File: src/falp_pkg.sv
// Shared types and constants of the fixed pool free list allocator.
// Depends on nothing; every module of the block imports it.
`timescale 1ns / 1ps

package falp_pkg;

  // Pool geometry
  localparam int POOL_ENTRIES = 64;
  localparam int HEADER_BYTES = 16;

  // Derived widths: an index addresses one entry, a link may also hold null
  localparam int IDX_W  = $clog2(POOL_ENTRIES);
  localparam int LINK_W = $clog2(POOL_ENTRIES + 1);
  localparam int CNT_W  = 7;
  localparam int ITEM_W = 13;
  localparam int OFS_W  = 18;

  typedef logic [LINK_W-1:0] link_t;
  typedef logic [IDX_W-1:0]  idx_t;

  // Null link: one past the last entry
  localparam link_t LINK_NULL = link_t'(POOL_ENTRIES);

  // Command codes
  localparam logic CMD_ALLOC = 1'b0;
  localparam logic CMD_FREE  = 1'b1;

  typedef enum logic [1:0] {
    STATUS_OK         = 2'd0,
    STATUS_POOL_EMPTY = 2'd1,
    STATUS_NOT_IN_USE = 2'd2
  } status_t;

  // Command sequencer
  typedef enum logic [1:0] {
    SEQ_IDLE,
    SEQ_LINK,
    SEQ_PUSH,
    SEQ_TERM
  } seq_state_t;

  typedef struct packed {
    logic       cmd;
    logic [5:0] entry_index;
  } in_beat_t;

  typedef struct packed {
    status_t          status;
    logic [5:0]       granted_index;
    logic [OFS_W-1:0] data_offset;
    logic [CNT_W-1:0] free_count;
  } out_beat_t;

endpackage

File: src/fixed_pool_free_list_allocator.sv
// Top level of the fixed pool free list allocator: link memories, list
// heads and tails, in-use flags and the command sequencer. Imports falp_pkg.
`timescale 1ns / 1ps

// Channel   Ports                      Direction  Handshake
// input     start, busy, in_beat       in / out   beat taken when start && !busy
// result    out_valid, out_beat        out        one-cycle strobe, never stalled
// config    cfg_we, cfg_wdata          in         written when cfg_we is high
//
// A successful command steps through a read of both link memories, unlink,
// append and a final write of the entry's next link; busy is high from unlink
// to final write and the result strobes in the cycle after. The next-link
// memory, with one write port, is written up to three times per command.
// A refused command (pool empty, entry not in use) never raises busy.
// Reset is synchronous; link memory entries read as their reset links until
// first written, tracked by per-entry written flags, so no clearing pass.

module fixed_pool_free_list_allocator
  import falp_pkg::*;
(
  input  logic              clk,
  input  logic              rst_n,
  input  logic              start,
  output logic              busy,
  input  in_beat_t          in_beat,
  output logic              out_valid,
  output out_beat_t         out_beat,
  input  logic              cfg_we,
  input  logic [ITEM_W-1:0] cfg_wdata
);

  localparam int PITCH_W = ITEM_W + 1;
  localparam int MUL_W   = IDX_W + PITCH_W;

  // Link memories and their written flags
  link_t                  next_mem [POOL_ENTRIES];
  link_t                  prev_mem [POOL_ENTRIES];
  link_t                  next_rd_r;
  link_t                  prev_rd_r;
  logic                   next_fresh_r;
  logic                   prev_fresh_r;
  logic [POOL_ENTRIES-1:0] next_wr_r;
  logic [POOL_ENTRIES-1:0] prev_wr_r;

  // Write ports
  logic  nx_we;
  idx_t  nx_waddr;
  link_t nx_wdata;
  logic  pv_we;
  idx_t  pv_waddr;
  link_t pv_wdata;

  // Read port, shared address
  logic rd_en;
  idx_t rd_addr;

  // List state
  seq_state_t              state_r, state_nxt;
  link_t                   free_head_r, free_head_nxt;
  link_t                   free_tail_r, free_tail_nxt;
  link_t                   used_head_r, used_head_nxt;
  link_t                   used_tail_r, used_tail_nxt;
  logic [POOL_ENTRIES-1:0] in_use_r, in_use_nxt;
  logic [CNT_W-1:0]        free_entries_r, free_entries_nxt;
  logic [ITEM_W-1:0]       item_bytes_r;

  // Command in flight
  idx_t      e_r, e_nxt;
  logic      cmd_r, cmd_nxt;
  logic      out_valid_r, out_valid_nxt;
  out_beat_t out_beat_r, out_beat_nxt;

  // Decode helpers
  logic             accept;
  logic             refuse;
  link_t            idx_link;
  link_t            p_link;
  link_t            n_link;
  link_t            dst_head;
  link_t            dst_tail;
  logic [PITCH_W-1:0] pitch;
  logic [MUL_W-1:0]   ofs_full;
  logic [CNT_W-1:0]   cnt_new;

  assign busy      = (state_r != SEQ_IDLE);
  assign accept    = start && !busy;
  assign out_valid = out_valid_r;
  assign out_beat  = out_beat_r;
  assign idx_link  = link_t'(in_beat.entry_index);

  // Refuse an allocate on an empty pool, a return of an entry not in use
  always_comb begin
    if (in_beat.cmd == CMD_ALLOC) begin
      refuse = (free_head_r >= LINK_NULL) || (free_entries_r == '0);
    end else begin
      refuse = (idx_link >= LINK_NULL) || !in_use_r[idx_link[IDX_W-1:0]];
    end
  end

  assign rd_en   = accept && !refuse;
  assign rd_addr = (in_beat.cmd == CMD_ALLOC) ? free_head_r[IDX_W-1:0]
                                              : idx_link[IDX_W-1:0];

  // Links as read, or the reset links of an entry never written
  assign n_link = next_fresh_r ? next_rd_r : (link_t'(e_r) + link_t'(1));
  assign p_link = prev_fresh_r ? prev_rd_r
                : ((e_r == '0) ? LINK_NULL : (link_t'(e_r) - link_t'(1)));

  assign dst_head = (cmd_r == CMD_ALLOC) ? used_head_r : free_head_r;
  assign dst_tail = (cmd_r == CMD_ALLOC) ? used_tail_r : free_tail_r;

  // Payload offset of the entry
  assign pitch    = PITCH_W'(HEADER_BYTES) + PITCH_W'(item_bytes_r);
  assign ofs_full = MUL_W'(e_r) * MUL_W'(pitch) + MUL_W'(HEADER_BYTES);
  assign cnt_new  = (cmd_r == CMD_ALLOC) ? (free_entries_r - CNT_W'(1))
                                         : (free_entries_r + CNT_W'(1));

  // Next state
  always_comb begin
    state_nxt = state_r;
    case (state_r)
      SEQ_IDLE: begin
        if (rd_en) begin
          state_nxt = SEQ_LINK;
        end
      end
      SEQ_LINK: state_nxt = SEQ_PUSH;
      SEQ_PUSH: state_nxt = SEQ_TERM;
      SEQ_TERM: state_nxt = SEQ_IDLE;
      default:  state_nxt = SEQ_IDLE;
    endcase
  end

  // Memory writes, list updates and results per state
  always_comb begin
    free_head_nxt    = free_head_r;
    free_tail_nxt    = free_tail_r;
    used_head_nxt    = used_head_r;
    used_tail_nxt    = used_tail_r;
    in_use_nxt       = in_use_r;
    free_entries_nxt = free_entries_r;
    e_nxt            = e_r;
    cmd_nxt          = cmd_r;
    out_valid_nxt    = 1'b0;
    out_beat_nxt     = out_beat_r;
    nx_we            = 1'b0;
    nx_waddr         = e_r;
    nx_wdata         = LINK_NULL;
    pv_we            = 1'b0;
    pv_waddr         = e_r;
    pv_wdata         = LINK_NULL;
    case (state_r)
      SEQ_IDLE: begin
        if (accept) begin
          cmd_nxt = in_beat.cmd;
          e_nxt   = rd_addr;
          if (refuse) begin
            out_valid_nxt              = 1'b1;
            out_beat_nxt.status        = (in_beat.cmd == CMD_ALLOC) ? STATUS_POOL_EMPTY
                                                                    : STATUS_NOT_IN_USE;
            out_beat_nxt.granted_index = '0;
            out_beat_nxt.data_offset   = '0;
            out_beat_nxt.free_count    = free_entries_r;
          end
        end
      end
      SEQ_LINK: begin
        // Unlink the entry from its source list
        if (p_link >= LINK_NULL) begin
          if (cmd_r == CMD_ALLOC) begin
            free_head_nxt = n_link;
          end else begin
            used_head_nxt = n_link;
          end
        end else begin
          nx_we    = 1'b1;
          nx_waddr = p_link[IDX_W-1:0];
          nx_wdata = n_link;
        end
        if (n_link >= LINK_NULL) begin
          if (cmd_r == CMD_ALLOC) begin
            free_tail_nxt = p_link;
          end else begin
            used_tail_nxt = p_link;
          end
        end else begin
          pv_we    = 1'b1;
          pv_waddr = n_link[IDX_W-1:0];
          pv_wdata = p_link;
        end
      end
      SEQ_PUSH: begin
        // Append the entry to the tail of the other list
        pv_we = 1'b1;
        if ((dst_head >= LINK_NULL) || (dst_tail >= LINK_NULL)) begin
          pv_wdata = LINK_NULL;
          if (cmd_r == CMD_ALLOC) begin
            used_head_nxt = link_t'(e_r);
            used_tail_nxt = link_t'(e_r);
          end else begin
            free_head_nxt = link_t'(e_r);
            free_tail_nxt = link_t'(e_r);
          end
        end else begin
          nx_we    = 1'b1;
          nx_waddr = dst_tail[IDX_W-1:0];
          nx_wdata = link_t'(e_r);
          pv_wdata = dst_tail;
          if (cmd_r == CMD_ALLOC) begin
            used_tail_nxt = link_t'(e_r);
          end else begin
            free_tail_nxt = link_t'(e_r);
          end
        end
      end
      SEQ_TERM: begin
        // Terminate the entry's next link and report
        nx_we                      = 1'b1;
        nx_wdata                   = LINK_NULL;
        in_use_nxt[e_r]            = (cmd_r == CMD_ALLOC);
        free_entries_nxt           = cnt_new;
        out_valid_nxt              = 1'b1;
        out_beat_nxt.status        = STATUS_OK;
        out_beat_nxt.granted_index = (cmd_r == CMD_ALLOC) ? 6'(e_r) : '0;
        out_beat_nxt.data_offset   = (cmd_r == CMD_ALLOC) ? ofs_full[OFS_W-1:0] : '0;
        out_beat_nxt.free_count    = cnt_new;
      end
      default: begin
        out_valid_nxt = 1'b0;
      end
    endcase
  end

  // Link memories: one write and one registered read each
  always_ff @(posedge clk) begin
    if (nx_we) begin
      next_mem[nx_waddr] <= nx_wdata;
    end
    if (rd_en) begin
      next_rd_r <= next_mem[rd_addr];
    end
  end

  always_ff @(posedge clk) begin
    if (pv_we) begin
      prev_mem[pv_waddr] <= pv_wdata;
    end
    if (rd_en) begin
      prev_rd_r <= prev_mem[rd_addr];
    end
  end

  // Control state
  always_ff @(posedge clk) begin
    if (!rst_n) begin
      state_r        <= SEQ_IDLE;
      free_head_r    <= link_t'(0);
      free_tail_r    <= link_t'(POOL_ENTRIES - 1);
      used_head_r    <= LINK_NULL;
      used_tail_r    <= LINK_NULL;
      in_use_r       <= '0;
      free_entries_r <= CNT_W'(POOL_ENTRIES);
      item_bytes_r   <= ITEM_W'(8);
      next_wr_r      <= '0;
      prev_wr_r      <= '0;
      next_fresh_r   <= 1'b0;
      prev_fresh_r   <= 1'b0;
      out_valid_r    <= 1'b0;
    end else begin
      state_r        <= state_nxt;
      free_head_r    <= free_head_nxt;
      free_tail_r    <= free_tail_nxt;
      used_head_r    <= used_head_nxt;
      used_tail_r    <= used_tail_nxt;
      in_use_r       <= in_use_nxt;
      free_entries_r <= free_entries_nxt;
      out_valid_r    <= out_valid_nxt;
      if (cfg_we) begin
        item_bytes_r <= cfg_wdata;
      end
      if (nx_we) begin
        next_wr_r[nx_waddr] <= 1'b1;
      end
      if (pv_we) begin
        prev_wr_r[pv_waddr] <= 1'b1;
      end
      if (rd_en) begin
        next_fresh_r <= next_wr_r[rd_addr];
        prev_fresh_r <= prev_wr_r[rd_addr];
      end
    end
  end

  // Payload of the command in flight and the result
  always_ff @(posedge clk) begin
    e_r        <= e_nxt;
    cmd_r      <= cmd_nxt;
    out_beat_r <= out_beat_nxt;
  end

`ifndef NO_ASSERTIONS
  // An accepted command that is not refused holds the block busy
  a_busy_after_grant: assert property (@(posedge clk) disable iff (!rst_n)
    rd_en |=> busy)
    else $error("busy not raised after accepted command");

  // Every finished sequence gives exactly one result strobe
  a_result_after_term: assert property (@(posedge clk) disable iff (!rst_n)
    (state_r == SEQ_TERM) |=> (out_valid && !busy))
    else $error("missing result after command sequence");

  // Free count and in-use flags agree while idle
  a_count_matches: assert property (@(posedge clk) disable iff (!rst_n)
    !busy |-> (($countones(in_use_r) + free_entries_r) == POOL_ENTRIES))
    else $error("free count disagrees with in-use flags");

  // A refused command leaves the free count alone
  a_refuse_holds: assert property (@(posedge clk) disable iff (!rst_n)
    (accept && refuse) |=> $stable(free_entries_r))
    else $error("refused command changed the free count");
`endif

endmodule
File: config.mk
export PLATFORM = sky130hd
export DESIGN_NAME = fixed_pool_free_list_allocator
export DESIGN_NICKNAME = d
export VERILOG_FILES = /design/src/falp_pkg.sv /design/src/fixed_pool_free_list_allocator.sv
export SDC_FILE = /design/constraint.sdc
export NUM_CORES = 2
export LEC_CHECK = 0
export BUFFER_PORTS_ARGS = -buffer_cell sky130_fd_sc_hd__clkbuf_2
export CAP_MARGIN = 20
export CORE_MARGIN = 2
export CORE_UTILIZATION = 45
export DETAILED_ROUTE_END_ITERATION = 10
export GPL_TIMING_DRIVEN = 1
export SLEW_MARGIN = 20
export SYNTH_ARGS = -nofsm -noshare
export SYNTH_HDL_FRONTEND = slang
export SYNTH_SLANG_ARGS = --single-unit
File: constraint.sdc
create_clock -name clk -period 10.3 [get_ports clk]
set_input_delay 0.515 -clock clk [delete_from_list [all_inputs] [get_ports clk]]
set_output_delay 0.515 -clock clk [all_outputs]
set_load 0.05 [all_outputs]
==> run metrics <==
area of the die=0.115 sq mm; CTS max path bufs=3; post-CTS setup repair buffer count=0; Max IR drop VDD=roughly 0.00016 V; final hold violation count=0; most frequent cells in the layout=edfxtp_1 (950), nand2_1 (441), nor2_1 (342), mux4_2 (270), dfxtp_1 (239); Port Buffers=between 50 and 60; synthesis-stage register bit count=about 1.2k; post-DP HPWL=approximately 74000 microns; grt met2 use=approximately a third; sequential share of power=between 40% and 50%; Layout Utilization=between 50 and 60%; Design Power=12.1 mW; ratio of cells with drive above 1 in the final layout=between 10% and 20%; Post-layout nets=about 3.6k; final WL=between 100000 and 150000 microns; Async SR Flop Fraction=0%; Rel. slew slack=around a fifth; hold_buf cts=0; Synth Area per Inst=approximately 15 sq um; cell area after synthesis=about 0.05 sq mm; Post-route DRC=0; Core Rows=122; status=complete, no violations; clock share of power=35.5%; Syn Inst Count=about 3.4k; Synth cell types=75; P per Cell Area=approximately 220 mW/mm^2; syn_nets=between 3k and 4k; CTS Root Cell=clkbuf_16; RePlAce Congestion=~0.86; P_leak=approximately 19 nW; Hold Path Class=primary input to register; CP Class=register to register; fin crit period=5.36 ns; clock sinks=1189; core area=about 0.11 sq mm; CP Launch Type=register; ys flop type=edfxtp_1; DR iter-0 viols=slightly below 3k; CTS resizes=0; crit path max fanout=10; Die Width=approximately 340 microns; number of global-route vias before repair=~29k; Die Span Y=~340 microns; global routing's busiest layer=met2; Inserted Diodes=0; P_int=8.65 mW; Syn. warnings=0; global-route wire length before repair=187000 microns; largest net degree at the start of global routing=between 100 and 150; I/O pin cnt=59; final worst path period share=between 50% and 60%; Setup TNS=0 ns; Arrival @ worst endpoint=just under 6 ns; Worst-path clk slew=approximately 0.06 ns; Post-synth EDFFs=950; Hold Path Stages=3; most common cell after layout, fill and taps aside=edfxtp_1; clock skew=roughly 0.026 ns; # setup viols final=0; crit end category=register; share of the yosys chip area belonging to registers=65.9%; initial core utilization=a little under half; Net Sw Frac=28.5%; Total Routing Usage GR=approximately a fifth; NetSw=approximately 3.4 mW; grt total ovfl=0; routed vias/inst=between 5 and 6; Max-Cap Viols=0; DR WL/cell=24.4 microns; Peak Freq=roughly 0.19 GHz; Post-DRT Antenna Nets=0; clock tree from TritonCTS=yes; GR Util met3=a little under 3%; RSZ-0062 raised after global routing=false; Worst EP required=10.74 ns; initial antenna violation count=0; synthesis-to-finish area growth=11.2%; clock latency on the worst-skew pair=approximately 0.7 ns; Worst-Margin Slew=between 1 and 1.5 ns; combinational share of power=between 10% and 20%; Slew Viols, Final=0; CTS Buf Count=117; via count=between 20k and 30k; total iterations of the first detailed-routing run=5; H-tree Lvls=3; R2R depth=17; met1 Use GR=a little under a third
state kept, by name (all words and copies together), names as in the netlist:
| name | count |
|---|---|
| next_mem | 448 |
| prev_mem | 448 |
| in_use_r | 64 |
| next_wr_r | 64 |
| prev_wr_r | 64 |
| out_beat | 33 |
| item_bytes_r | 13 |
| free_entries_r | 7 |
| free_head_r | 7 |
| free_tail_r | 7 |
| next_rd_r | 7 |
| prev_rd_r | 7 |
| used_tail_r | 7 |
| e_r | 6 |
| state_r | 2 |
| cmd_r | 1 |
| next_fresh_r | 1 |
| out_valid | 1 |
| prev_fresh_r | 1 |
| used_head_r | 1 |
cell usage after synthesis, drive strengths merged, types with 15 or more instances:
cell type  number  area, sq um
a211oi         16          125
a21oi          36          184
a22oi          17          128
a311oi         33          289
a31oi          18          113
and2           50          313
and3           38          238
buf            87          479
clkbuf        115          433
dfxtp         239         4780
edfxtp        950        28500
fa             50         1000
ha             46          576
inv            50          188
mux2           15          169
mux2i          45          454
mux4          270         6080
nand2         441         1660
nand3         114          571
nor2          343         1290
nor2b          29          181
nor3           28          140
o21a           69          518
o21ai         147          751
o31ai          15          118
xnor2          18          158
power groups by stage:
stage	clock, mW	combinational [mW]	sequential, mW
6_report	4.29	2.23	5.58
5_1_grt	4.54	2.44	5.59
4_1_cts	4.35	2.24	5.58
3_5_place_dp	0	2.23	5.68
3_3_place_gp	0	2.21	5.68
2_1_floorplan	0	1.45	5.74
final cells by class:
class,instances,area [sq um]
flip-flops and latches,1189,33300
multi-input cells,1967,16300
clock buffers,161,3250
repair buffers,110,696
fillers,9305,54800
clock inverters,59,608
inverters,52,215
well taps,1488,1860
metal layers:
layer	routed length (microns)	share of wire, %
met1	54500	44
met2	58300	47
met5	0	0
met4	2340	1.9
met3	7720	6.3
worst max-delay path: stages (launching register included):
cell and delay, ns:
dfxtp_1 0.53, ha_1 0.34, and2_1 0.19, fa_1 0.47, inv_1 0.05, fa_1 0.46, fa_1 0.54, inv_1 0.04
ha_1 0.29, inv_1 0.07, fa_1 0.44, nor2b_1 0.17, o21ai_0 0.13, a21boi_0 0.24, o21ai_0 0.23, a2111oi_0 0.59
o21ai_0 0.16, nor3b_1 0.16
path summary, 6_finish.rpt:
path	slack, ns	from	to
worst max register to register	4.94	item_bytes_r[4]	out_beat[21]
worst min register to register	0.45	next_wr_r[39]	next_wr_r[39]
worst min-delay path	0.04	cfg_wdata[7]	item_bytes_r[7]
worst max-delay path	4.94	item_bytes_r[4]	out_beat[21]
per-stage QoR:
| step | instance area (sq um) | hold slack (ns) | instances | setup WS [ns] |
|---|---|---|---|---|
| after global placement | 52300 | 0.429 | 4806 | 4.97 |
| after floorplan | 50500 | 0.420 | 3410 | 5.01 |
| final | 56200 | 0.0448 | 5026 | 4.94 |
| after global routing | 56200 | 0.0566 | 5026 | 4.53 |
| after CTS | 56200 | 0.0127 | 5026 | 4.91 |
| after detailed placement | 52300 | 0.441 | 4806 | 4.91 |
logic make-up (layout without fill, tap and decap cells):
family / Yosys count / after routing / synth area share [%]
DFF: 1189 / 1189 / 65.9
buffers and inverters: 254 / 382 / 2.19
xor gates and xnor gates: 29 / 29 / 0.530
adders and majority gates: 96 / 96 / 3.12
and+or+nand+nor: 1103 / 1103 / 9.53
AOI/OAI and AO/OA: 409 / 409 / 5.45
muxes: 330 / 330 / 13.3
Note: power is estimated with default switching activity, not from simulation.
